File: config.mk
export PLATFORM = sky130hd
export DESIGN_NAME = swt_ctrl
export DESIGN_NICKNAME = d
export VERILOG_FILES = /design/src/rtl/seed_window_table_top_assert.svh /design/src/rtl/swt_pkg.sv /design/src/rtl/swt_ctrl.sv
export SDC_FILE = /design/constraint.sdc
export NUM_CORES = 1
export LEC_CHECK = 0
export BUFFER_PORTS_ARGS = -buffer_cell sky130_fd_sc_hd__buf_2
export CORE_UTILIZATION = 35
export CTS_BUF_LIST = sky130_fd_sc_hd__clkbuf_8
export DETAILED_ROUTE_END_ITERATION = 7
export SLEW_MARGIN = 30
export SYNTH_ARGS = -nofsm -noshare
export SYNTH_HDL_FRONTEND = slang
export SYNTH_SLANG_ARGS = --single-unit
File: constraint.sdc
create_clock -name clk -period 5.2 [get_ports clk]
set_input_delay 0.52 -clock clk [delete_from_list [all_inputs] [get_ports clk]]
set_output_delay 0.52 -clock clk [all_outputs]
set_load 0.005 [all_outputs]
File: src/rtl/seed_window_table_top_assert.svh
// Assertion macros for the seed window table.
// Expects clk and rst_n in the scope of use.
`ifndef SEED_WINDOW_TABLE_TOP_ASSERT_SVH
`define SEED_WINDOW_TABLE_TOP_ASSERT_SVH

// condition in the same cycle
`define SWT_ASSERT_NOW(lbl, ante, cons, msg) \
    lbl: assert property (@(posedge clk) disable iff (!rst_n) (ante) |-> (cons)) \
        else $error(msg);

// condition in the following cycle
`define SWT_ASSERT_NEXT(lbl, ante, cons, msg) \
    lbl: assert property (@(posedge clk) disable iff (!rst_n) (ante) |=> (cons)) \
        else $error(msg);

`endif

File: src/rtl/swt_pkg.sv
// Shared types, codes and defaults of the seed window table.
// Used by the RAM-based datapath, the controller and the top level.
package swt_pkg;

    localparam int NUM_WINDOWS_DEF = 16;
    localparam int SLOTS_DEF       = 64;
    localparam logic [6:0] MAX_PER_WINDOW_RESET = 7'd50;

    localparam logic [1:0] MODE_NEW    = 2'd0;
    localparam logic [1:0] MODE_ASSIGN = 2'd1;
    localparam logic [1:0] MODE_READ   = 2'd2;

    localparam logic [2:0] ST_ACK   = 3'd0;
    localparam logic [2:0] ST_NOWIN = 3'd1;
    localparam logic [2:0] ST_SHORT = 3'd2;
    localparam logic [2:0] ST_REPL  = 3'd3;
    localparam logic [2:0] ST_KEPT  = 3'd4;
    localparam logic [2:0] ST_INS   = 3'd5;
    localparam logic [2:0] ST_ABORT = 3'd6;
    localparam logic [2:0] ST_ERROR = 3'd7;

    typedef struct packed {
        logic [39:0] gs;
        logic [15:0] sj;
        logic        frag;
        logic        anc;
        logic [15:0] rep;
        logic [9:0]  rs;
        logic [9:0]  len;
    } entry_t;

    typedef enum logic [2:0] {
        IDX_HOLD, IDX_ZERO, IDX_INC, IDX_DEC, IDX_CNT, IDX_HIT
    } idx_op_t;

    typedef enum logic [1:0] {INS_HOLD, INS_IDX, INS_CNT, INS_ADJ} ins_op_t;

    typedef enum logic [1:0] {MIN_HOLD, MIN_INIT, MIN_UPD} min_op_t;

    typedef enum logic [2:0] {
        ADDR_IDX, ADDR_IDX_DN, ADDR_IDX_UP, ADDR_INS, ADDR_KEEP, ADDR_SLOT
    } addr_sel_t;

    typedef enum logic {WD_RDATA, WD_NEW} wd_sel_t;

    typedef enum logic [1:0] {POS_NONE, POS_SLOT, POS_HIT, POS_INS} pos_sel_t;

    typedef struct packed {
        logic       load;
        logic       clear_all;
        idx_op_t    idx_op;
        logic       mem_re;
        addr_sel_t  addr_sel;
        logic       mem_we;
        wd_sel_t    wd_sel;
        logic       hit_set;
        ins_op_t    ins_op;
        min_op_t    min_op;
        logic       min_commit;
        logic       set_abort;
        logic       compact_step;
        logic       keep_zero;
        logic       keep_commit;
        logic       insert_commit;
        logic       finish;
        logic [2:0] fin_status;
        pos_sel_t   pos_sel;
        logic       fin_entry;
        logic       fin_fill;
    } cmd_t;

    typedef struct packed {
        logic mode_new;
        logic mode_assign;
        logic mode_read;
        logic w_valid;
        logic slot_out;
        logic aborted;
        logic too_short;
        logic cnt_zero;
        logic idx_last;
        logic match;
        logic longer;
        logic ins_found;
        logic rs_less;
        logic full;
        logic min_none;
        logic short_new;
        logic insert_ok;
        logic at_limit;
        logic k_gt_ins;
        logic k_lt_ins;
    } sts_t;

endpackage

File: src/rtl/swt_ctrl.sv
// Controller state machine: sequences scans, moves and commits.
// Depends on swt_pkg; talks to swt_datapath by command and status words.
module swt_ctrl
    import swt_pkg::*;
(
    input  logic clk,
    input  logic rst_n,
    input  logic start,
    output logic busy,
    input  sts_t sts,
    output cmd_t cmd
);

    typedef enum logic [25:0] {
        S_IDLE     = 26'h0000001,
        S_DISPATCH = 26'h0000002,
        S_RD_DATA  = 26'h0000004,
        S_OV_RD    = 26'h0000008,
        S_OV_CMP   = 26'h0000010,
        S_HIT      = 26'h0000020,
        S_INS_RD   = 26'h0000040,
        S_INS_CMP  = 26'h0000080,
        S_ADJ      = 26'h0000100,
        S_SHIFT    = 26'h0000200,
        S_MVD_RD   = 26'h0000400,
        S_MVD_WR   = 26'h0000800,
        S_MVU_RD   = 26'h0001000,
        S_MVU_WR   = 26'h0002000,
        S_FIN_NEW  = 26'h0004000,
        S_FIN_OUT  = 26'h0008000,
        S_FULL_CHK = 26'h0010000,
        S_MIN_RD   = 26'h0020000,
        S_MIN_CMP  = 26'h0040000,
        S_MIN_DONE = 26'h0080000,
        S_CMP_RD   = 26'h0100000,
        S_CMP_CHK  = 26'h0200000,
        S_CMP_DONE = 26'h0400000,
        S_INS_CHK  = 26'h0800000,
        S_POS_RD   = 26'h1000000,
        S_POS_CMP  = 26'h2000000
    } state_t;

    state_t state_reg;
    state_t state_next;
    logic   insert_reg;
    logic   insert_next;

    always_ff @(posedge clk or negedge rst_n)
    begin
        if (!rst_n)
        begin
            state_reg  <= S_IDLE;
            insert_reg <= 1'b0;
        end
        else
        begin
            state_reg  <= state_next;
            insert_reg <= insert_next;
        end
    end

    assign busy = (state_reg != S_IDLE);

    always_comb
    begin
        cmd         = '0;
        state_next  = state_reg;
        insert_next = insert_reg;
        case (state_reg)
            S_IDLE:
            begin
                if (start)
                begin
                    cmd.load   = 1'b1;
                    state_next = S_DISPATCH;
                end
            end
            S_DISPATCH:
            begin
                state_next = S_IDLE;
                if (sts.mode_new)
                begin
                    cmd.clear_all  = 1'b1;
                    cmd.finish     = 1'b1;
                    cmd.fin_status = ST_ACK;
                    cmd.pos_sel    = POS_NONE;
                end
                else if (!sts.mode_assign && !sts.mode_read)
                begin
                    cmd.finish     = 1'b1;
                    cmd.fin_status = ST_ERROR;
                end
                else if (!sts.w_valid)
                begin
                    cmd.finish     = 1'b1;
                    cmd.fin_status = ST_NOWIN;
                end
                else if (sts.mode_read)
                begin
                    if (sts.slot_out)
                    begin
                        cmd.finish     = 1'b1;
                        cmd.fin_status = ST_ERROR;
                        cmd.pos_sel    = POS_SLOT;
                        cmd.fin_fill   = 1'b1;
                    end
                    else
                    begin
                        cmd.mem_re   = 1'b1;
                        cmd.addr_sel = ADDR_SLOT;
                        state_next   = S_RD_DATA;
                    end
                end
                else if (sts.aborted)
                begin
                    cmd.finish     = 1'b1;
                    cmd.fin_status = ST_ABORT;
                    cmd.fin_fill   = 1'b1;
                end
                else if (sts.too_short)
                begin
                    cmd.finish     = 1'b1;
                    cmd.fin_status = ST_SHORT;
                    cmd.fin_fill   = 1'b1;
                end
                else if (sts.cnt_zero)
                begin
                    state_next = S_FULL_CHK;
                end
                else
                begin
                    cmd.idx_op = IDX_ZERO;
                    state_next = S_OV_RD;
                end
            end
            S_RD_DATA:
            begin
                cmd.finish     = 1'b1;
                cmd.fin_status = ST_ACK;
                cmd.pos_sel    = POS_SLOT;
                cmd.fin_entry  = 1'b1;
                cmd.fin_fill   = 1'b1;
                state_next     = S_IDLE;
            end
            S_OV_RD:
            begin
                cmd.mem_re   = 1'b1;
                cmd.addr_sel = ADDR_IDX;
                state_next   = S_OV_CMP;
            end
            S_OV_CMP:
            begin
                if (sts.match)
                begin
                    cmd.hit_set = 1'b1;
                    state_next  = S_HIT;
                end
                else if (sts.idx_last)
                begin
                    state_next = S_FULL_CHK;
                end
                else
                begin
                    cmd.idx_op = IDX_INC;
                    state_next = S_OV_RD;
                end
            end
            S_HIT:
            begin
                insert_next = 1'b0;
                if (sts.longer)
                begin
                    cmd.idx_op = IDX_ZERO;
                    state_next = S_INS_RD;
                end
                else
                begin
                    cmd.finish     = 1'b1;
                    cmd.fin_status = ST_KEPT;
                    cmd.pos_sel    = POS_HIT;
                    cmd.fin_fill   = 1'b1;
                    state_next     = S_IDLE;
                end
            end
            S_INS_RD:
            begin
                cmd.mem_re   = 1'b1;
                cmd.addr_sel = ADDR_IDX;
                state_next   = S_INS_CMP;
            end
            S_INS_CMP:
            begin
                if (sts.ins_found)
                begin
                    cmd.ins_op = INS_IDX;
                    state_next = S_ADJ;
                end
                else if (sts.idx_last)
                begin
                    cmd.ins_op = INS_CNT;
                    state_next = S_ADJ;
                end
                else
                begin
                    cmd.idx_op = IDX_INC;
                    state_next = S_INS_RD;
                end
            end
            S_ADJ:
            begin
                cmd.ins_op = INS_ADJ;
                cmd.idx_op = IDX_HIT;
                state_next = S_SHIFT;
            end
            S_SHIFT:
            begin
                if (sts.k_gt_ins)
                begin
                    state_next = S_MVD_RD;
                end
                else if (sts.k_lt_ins)
                begin
                    state_next = S_MVU_RD;
                end
                else
                begin
                    state_next = S_FIN_NEW;
                end
            end
            S_MVD_RD:
            begin
                cmd.mem_re   = 1'b1;
                cmd.addr_sel = ADDR_IDX_DN;
                state_next   = S_MVD_WR;
            end
            S_MVD_WR:
            begin
                cmd.mem_we   = 1'b1;
                cmd.addr_sel = ADDR_IDX;
                cmd.wd_sel   = WD_RDATA;
                cmd.idx_op   = IDX_DEC;
                state_next   = S_SHIFT;
            end
            S_MVU_RD:
            begin
                cmd.mem_re   = 1'b1;
                cmd.addr_sel = ADDR_IDX_UP;
                state_next   = S_MVU_WR;
            end
            S_MVU_WR:
            begin
                cmd.mem_we   = 1'b1;
                cmd.addr_sel = ADDR_IDX;
                cmd.wd_sel   = WD_RDATA;
                cmd.idx_op   = IDX_INC;
                state_next   = S_SHIFT;
            end
            S_FIN_NEW:
            begin
                cmd.mem_we        = 1'b1;
                cmd.addr_sel      = ADDR_INS;
                cmd.wd_sel        = WD_NEW;
                cmd.insert_commit = insert_reg;
                state_next        = S_FIN_OUT;
            end
            S_FIN_OUT:
            begin
                cmd.finish     = 1'b1;
                cmd.fin_status = insert_reg ? ST_INS : ST_REPL;
                cmd.pos_sel    = POS_INS;
                cmd.fin_fill   = 1'b1;
                state_next     = S_IDLE;
            end
            S_FULL_CHK:
            begin
                if (sts.full)
                begin
                    cmd.idx_op = IDX_ZERO;
                    cmd.min_op = MIN_INIT;
                    state_next = S_MIN_RD;
                end
                else
                begin
                    state_next = S_INS_CHK;
                end
            end
            S_MIN_RD:
            begin
                cmd.mem_re   = 1'b1;
                cmd.addr_sel = ADDR_IDX;
                state_next   = S_MIN_CMP;
            end
            S_MIN_CMP:
            begin
                cmd.min_op = MIN_UPD;
                if (sts.idx_last)
                begin
                    state_next = S_MIN_DONE;
                end
                else
                begin
                    cmd.idx_op = IDX_INC;
                    state_next = S_MIN_RD;
                end
            end
            S_MIN_DONE:
            begin
                cmd.min_commit = 1'b1;
                if (sts.min_none)
                begin
                    cmd.set_abort  = 1'b1;
                    cmd.finish     = 1'b1;
                    cmd.fin_status = ST_ABORT;
                    cmd.fin_fill   = 1'b1;
                    state_next     = S_IDLE;
                end
                else if (sts.short_new)
                begin
                    cmd.finish     = 1'b1;
                    cmd.fin_status = ST_SHORT;
                    cmd.fin_fill   = 1'b1;
                    state_next     = S_IDLE;
                end
                else
                begin
                    cmd.idx_op    = IDX_ZERO;
                    cmd.keep_zero = 1'b1;
                    state_next    = S_CMP_RD;
                end
            end
            S_CMP_RD:
            begin
                cmd.mem_re   = 1'b1;
                cmd.addr_sel = ADDR_IDX;
                state_next   = S_CMP_CHK;
            end
            S_CMP_CHK:
            begin
                cmd.compact_step = 1'b1;
                cmd.addr_sel     = ADDR_KEEP;
                cmd.wd_sel       = WD_RDATA;
                if (sts.idx_last)
                begin
                    state_next = S_CMP_DONE;
                end
                else
                begin
                    cmd.idx_op = IDX_INC;
                    state_next = S_CMP_RD;
                end
            end
            S_CMP_DONE:
            begin
                cmd.keep_commit = 1'b1;
                state_next      = S_INS_CHK;
            end
            S_INS_CHK:
            begin
                insert_next = 1'b1;
                if (!sts.insert_ok)
                begin
                    cmd.finish     = 1'b1;
                    cmd.fin_status = ST_SHORT;
                    cmd.fin_fill   = 1'b1;
                    state_next     = S_IDLE;
                end
                else if (sts.at_limit)
                begin
                    cmd.finish     = 1'b1;
                    cmd.fin_status = ST_ERROR;
                    cmd.fin_fill   = 1'b1;
                    state_next     = S_IDLE;
                end
                else if (sts.cnt_zero)
                begin
                    cmd.ins_op = INS_CNT;
                    cmd.idx_op = IDX_CNT;
                    state_next = S_SHIFT;
                end
                else
                begin
                    cmd.idx_op = IDX_ZERO;
                    state_next = S_POS_RD;
                end
            end
            S_POS_RD:
            begin
                cmd.mem_re   = 1'b1;
                cmd.addr_sel = ADDR_IDX;
                state_next   = S_POS_CMP;
            end
            S_POS_CMP:
            begin
                if (sts.rs_less)
                begin
                    cmd.ins_op = INS_IDX;
                    cmd.idx_op = IDX_CNT;
                    state_next = S_SHIFT;
                end
                else if (sts.idx_last)
                begin
                    cmd.ins_op = INS_CNT;
                    cmd.idx_op = IDX_CNT;
                    state_next = S_SHIFT;
                end
                else
                begin
                    cmd.idx_op = IDX_INC;
                    state_next = S_POS_RD;
                end
            end
            default:
            begin
                state_next = S_IDLE;
            end
        endcase
    end

endmodule

# ---- Yosys cells after proc, flatten, opt, wreduce, memory -nomap -nowiden
# Cells that the tools add are included.
dict set report classes {
  eq_ne 28
  muxes 109
  n_reduce_logical 9
}
# cell n
set ops {}
lappend ops {{26-bit one-hot mux with 22 select lines} 1}
lappend ops {{26-bit 2-to-1 mux} 13}
lappend ops {{25-bit 2-to-1 mux} 3}
lappend ops {{4-bit 2-to-1 mux} 11}
lappend ops {{1-bit 2-to-1 mux} 37}
lappend ops {{3-bit one-hot mux with 12 select lines} 1}
lappend ops {{17-bit 2-to-1 mux} 2}
lappend ops {{26-bit by 1-bit equality test with 1-bit output, second input constant} 1}
lappend ops {{26-bit by 10-bit equality test with 1-bit output, second input constant} 1}
lappend ops {{26-bit by 11-bit equality test with 1-bit output, second input constant} 1}
lappend ops {{26-bit by 12-bit equality test with 1-bit output, second input constant} 1}
lappend ops {{26-bit by 13-bit equality test with 1-bit output, second input constant} 1}
lappend ops {{26-bit by 14-bit equality test with 1-bit output, second input constant} 1}
lappend ops {{26-bit by 15-bit equality test with 1-bit output, second input constant} 1}
lappend ops {{26-bit by 16-bit equality test with 1-bit output, second input constant} 1}
lappend ops {{26-bit by 17-bit equality test with 1-bit output, second input constant} 1}
lappend ops {{26-bit by 18-bit equality test with 1-bit output, second input constant} 1}
lappend ops {{26-bit by 19-bit equality test with 1-bit output, second input constant} 1}
lappend ops {{26-bit by 2-bit equality test with 1-bit output, second input constant} 1}
lappend ops {{26-bit by 20-bit equality test with 1-bit output, second input constant} 1}
lappend ops {{26-bit by 21-bit equality test with 1-bit output, second input constant} 1}
lappend ops {{26-bit by 22-bit equality test with 1-bit output, second input constant} 1}
lappend ops {{26-bit by 23-bit equality test with 1-bit output, second input constant} 1}
lappend ops {{26-bit by 24-bit equality test with 1-bit output, second input constant} 1}
lappend ops {{other kinds (34)} 61}
dict set report word_totals {
  regBits 27
  output_inout_bits 31
}

# ---- Longest topological paths before layout
dict set report depth {
  depth_word 8
  depth_mapped 7
  ltp_nobuf 6
}

# ---- Worst setup path after synthesis
# Ideal clock, no wire load.
dict set report synth_path {
  path_type {register -> output}
  from {register state_reg[2]}
  to {output cmd[26] in the netlist's numbering}
  arrival_ns 2.215
  t_required_ns 4.680
  slack_ns 2.465
  path_stages_with_launch 7
  path_buffers 0
  path_cell_list {dfrtp_1 nor4_4 and4b_1 or3b_4 or4b_4 nor4b_4 o21ai_2}
}
# item line
set synth_lines {}
lappend synth_lines {{start, declared} swt_ctrl.sv:43} ;# state_t state_reg;
lappend synth_lines {{start signal, assigned} swt_ctrl.sv:57} ;# state_reg <= state_next;
lappend synth_lines {{end, declared} swt_ctrl.sv:11} ;# output cmd_t cmd

==> impl_metrics.py <==
metrics = {
    "finish": {
        "mostFrequentLayoutCell": "sky130_fd_sc_hd__buf_2",
        "most-common-layout-cells": "sky130_fd_sc_hd__buf_2, sky130_fd_sc_hd__dfrtp_1, sky130_fd_sc_hd__nand2_1, sky130_fd_sc_hd__nor2_1, sky130_fd_sc_hd__nor3_1",
        "layout.nets": 306,
        "area_of_the_multi_input_gates_um2": 1210,
        "largest_register_ffs": 26,
        "insertedDiodeCount": 0,
        "sequential_cell_area_um2": 677,
        "nFillCells": 525,
        "final_cells": 352,
        "area_delta_synth_final_pct": 19.7,
        "post_route_cells_drive_above_1_share_pct": 25.5,
    },
    "detailed_routing": {
        "vias_per_cell": 5.69,
        "wl_per_cell_um": 16.1,
        "ant_nets": 0,
        "num_vias": 2004,
        "finalWirelength_um": 5680,
        "detailed_routing_iteration_count_for_the_pre_antenna_repair_pass": 4,
        "remaining_drc_errors": 0,
        "drt_iter0_drc": 164,
    },
    "power": {
        "leakage_nw": 1.27,
        "maximum_vdd_ir_drop_v": 0.0000869,
        "internal-power_mw": 0.345,
        "p_switching_mw": 0.181,
        "seq_power_share_pct": 44.1,
        "swShare_pct": 34.5,
        "pwr-share-comb_pct": 32.3,
        "power_per_cell_area_nw_per_um2": 225,
        "clockPowerShare_pct": 23.6,
    },
    "grt": {
        "global_route_total_usage_across_every_layer_pct": 20.0,
        "grt_first_pass_wirelength_um": 9260,
        "globalRoute.totalOverflow": 0,
        "first_global_vias": 1832,
        "antenna_found_initial": 0,
        "grt_max_degree": 28,
    },
    "floorplan": {
        "initial_cell_density_of_the_core_pct": 37.3,
        "placeableCoreArea_um2": 5240,
        "die_height_um": 76.7,
        "die_width_um": 76.7,
        "std_cell_rows": 26,
        "io_pins": 54,
        "fp.dieArea_um2": 5890,
    },
    "sta": {
        "slew_headroom_pct": 45.8,
        "setup_viol": 0,
        "fin_crit_sh_pct": 71.3,
        "rsz0062_at_grt": "false",
        "clock.fmax_ghz": 0.270,
        "final_period_minus_worst_setup_slack_ns": 3.71,
        "tightest_slew_ns": 0.807,
        "final_clock_skew_ns": 0.00270,
        "timing.setup.tns_ns": 0,
        "number_of_hold_violations_in_the_final_report": 0,
        "timing_max_transition_violations_final": 0,
    },
    "logic_synthesis": {
        "yosys_register_bits": 27,
        "asyncSetResetFlopFracSynth_pct": 100,
        "syn_area_per_cell_um2": 8.53,
        "yosysSeqAreaShare_pct": 34.6,
        "syn-num-nets": 252,
        "synthesis.instances": 229,
        "synth_enable_flop_cells": 0,
        "synth_cell_type_count": 51,
        "syn_area_um2": 1950,
        "synth_ff_type": "sky130_fd_sc_hd__dfrtp_1",
        "yosys_warnings": 0,
    },
    "placed_design": {
        "placement.io_buffers": 53,
        "placed_cells_incl_taps": 348,
        "dp_hpwl_um": 4520,
        "place_congestion": 0.909,
    },
    "min_path": {
        "min-delay-path-class": "in2async",
    },
    "clock_network": {
        "postCtsHoldBufs": 0,
        "tritoncts": "yes",
        "clkSlewWorstSetupHoldPaths_ns": 0.10,
        "cts_root_buf": "sky130_fd_sc_hd__clkbuf_8",
        "clock_latency_at_the_later_pin_of_the_worst_skew_pair_ns": 0.28,
        "cts_resized": 0,
        "post_cts.repair.setup_buffers": 0,
        "htree_num_levels": 1,
        "cts_num_sinks": 27,
        "cts.path.max_buffers": 2,
        "cts_made_buffers": 3,
    },
    "worst_setup_path": {
        "critical_path_class": "reg2out",
        "crit_fanout": 13,
        "worstPathRequired_ns": 4.68,
        "critical_path_arrival_ns": 3.19,
        "setup.worst_path.start_class": "flip-flop",
        "crit_path_end_kind": "output port",
    },
    "run": {
        "max_cap_violations": 0,
    },
    "run_status": {
        "run_status": "complete, no violations",
    },
}
==> power by group through the flow <==
stage | clock network (mW) | registers, mW | logic, mW
floorplan | 0 | 0.234 | 0.116
global placement | 0 | 0.236 | 0.168
detailed placement | 0 | 0.236 | 0.169
CTS | 0.127 | 0.232 | 0.169
global route | 0.135 | 0.233 | 0.190
finish | 0.124 | 0.232 | 0.170
==> kinds of logic (layout without fill, tap and decap cells) <==
family | Yosys count | count (layout) | share of synthesized area, %
AO/OA/AOI/OAI | 37 | 37 | 13.9
XOR/XNOR | 6 | 6 | 2.69
buffers and inverters | 18 | 71 | 3.59
flip-flops | 27 | 27 | 34.6
AND/OR/NAND/NOR | 141 | 141 | 45.2
==> path summary, 6_finish.rpt <==
path,start,to,slack [ns],cells past startpoint
worst min-delay path,rst_n,state_reg[18],0.25,1
worst max register to register,state_reg[18],state_reg[3],2.27,5
min in group clk,sts[0],state_reg[14],0.39,2
worst max-delay path,state_reg[18],cmd[26],1.49,7
max in group asynchronous,rst_n,state_reg[14],4.54,1
worst min register to register,insert_reg,insert_reg,0.56,1
==> critical path, stage by stage (launching register included) <==
cell and delay (ns):
sky130_fd_sc_hd__dfrtp_1 0.43, sky130_fd_sc_hd__nor3_1 0.47, sky130_fd_sc_hd__nand4_1 0.52, sky130_fd_sc_hd__or3b_4 0.56, sky130_fd_sc_hd__or4b_4 0.52, sky130_fd_sc_hd__nor4b_4 0.15, sky130_fd_sc_hd__o21ai_2 0.13, sky130_fd_sc_hd__buf_2 0.12
==> stage by stage <==
| stage | hold WS, ns | utilization [%] | instance area (um^2) | setup slack [ns] | power (mW) |
|---|---|---|---|---|---|
| after floorplan | 0.224 | - | 1950 | 2.47 | 0.350 |
| after global placement | 0.541 | 43.7 | 2290 | 1.85 | 0.404 |
| after detailed placement | 0.546 | 43.8 | 2290 | 1.86 | 0.405 |
| after CTS | 0.271 | 44.7 | 2340 | 1.53 | 0.528 |
| after global routing | 0.288 | 44.7 | 2340 | 1.33 | 0.559 |
| final | 0.249 | 44.7 | 2340 | 1.49 | 0.526 |
==> synth_stat cells (3+ instances only) <==
master / n / area [um^2]
sky130_fd_sc_hd__a21o_1: 4 / 30.0
sky130_fd_sc_hd__a21oi_1: 6 / 30.0
sky130_fd_sc_hd__and2_1: 5 / 31.3
sky130_fd_sc_hd__and4_1: 3 / 26.3
sky130_fd_sc_hd__and4b_1: 5 / 50.1
sky130_fd_sc_hd__dfrtp_1: 26 / 651
sky130_fd_sc_hd__inv_1: 14 / 52.6
sky130_fd_sc_hd__nand2_1: 21 / 78.8
sky130_fd_sc_hd__nand2b_1: 3 / 18.8
sky130_fd_sc_hd__nand3_1: 13 / 65.1
sky130_fd_sc_hd__nand3b_1: 3 / 22.5
sky130_fd_sc_hd__nand4_1: 6 / 37.5
sky130_fd_sc_hd__nand4b_1: 6 / 52.6
sky130_fd_sc_hd__nor2_1: 21 / 78.8
sky130_fd_sc_hd__nor2b_1: 4 / 25.0
sky130_fd_sc_hd__nor3_1: 18 / 90.1
sky130_fd_sc_hd__nor3b_1: 3 / 22.5
sky130_fd_sc_hd__nor4_1: 10 / 62.6
sky130_fd_sc_hd__nor4_4: 3 / 63.8
sky130_fd_sc_hd__nor4b_1: 3 / 26.3
sky130_fd_sc_hd__o2111ai_1: 3 / 26.3
sky130_fd_sc_hd__o21ai_0: 6 / 30.0
sky130_fd_sc_hd__xor2_1: 4 / 35.0
==> area by class of cell <==
cell class	instances	area share, %
tap	70	3.74
sequential	27	28.9
timing repair buffer	53	11.3
multi-input combinational	184	51.8
clock inverter	1	0.160
clock buffer	3	1.76
inverter	14	2.25
==> layer usage <==
| layer | share of wire [%] | routed length (um) | global-route usage [%] | vias up |
|---|---|---|---|---|
| met4 | 1.6 | 93 | 6.92 | 0 |
| met1 | 47 | 2680 | 27.4 | 949 |
| met3 | 4.6 | 261 | 1.90 | 7 |
| li1 | - | - | - | 977 |
| met5 | 0 | 0 | 0 | - |
| met2 | 47 | 2640 | 32.8 | 71 |
Note: power is estimated with default switching activity, not from simulation.
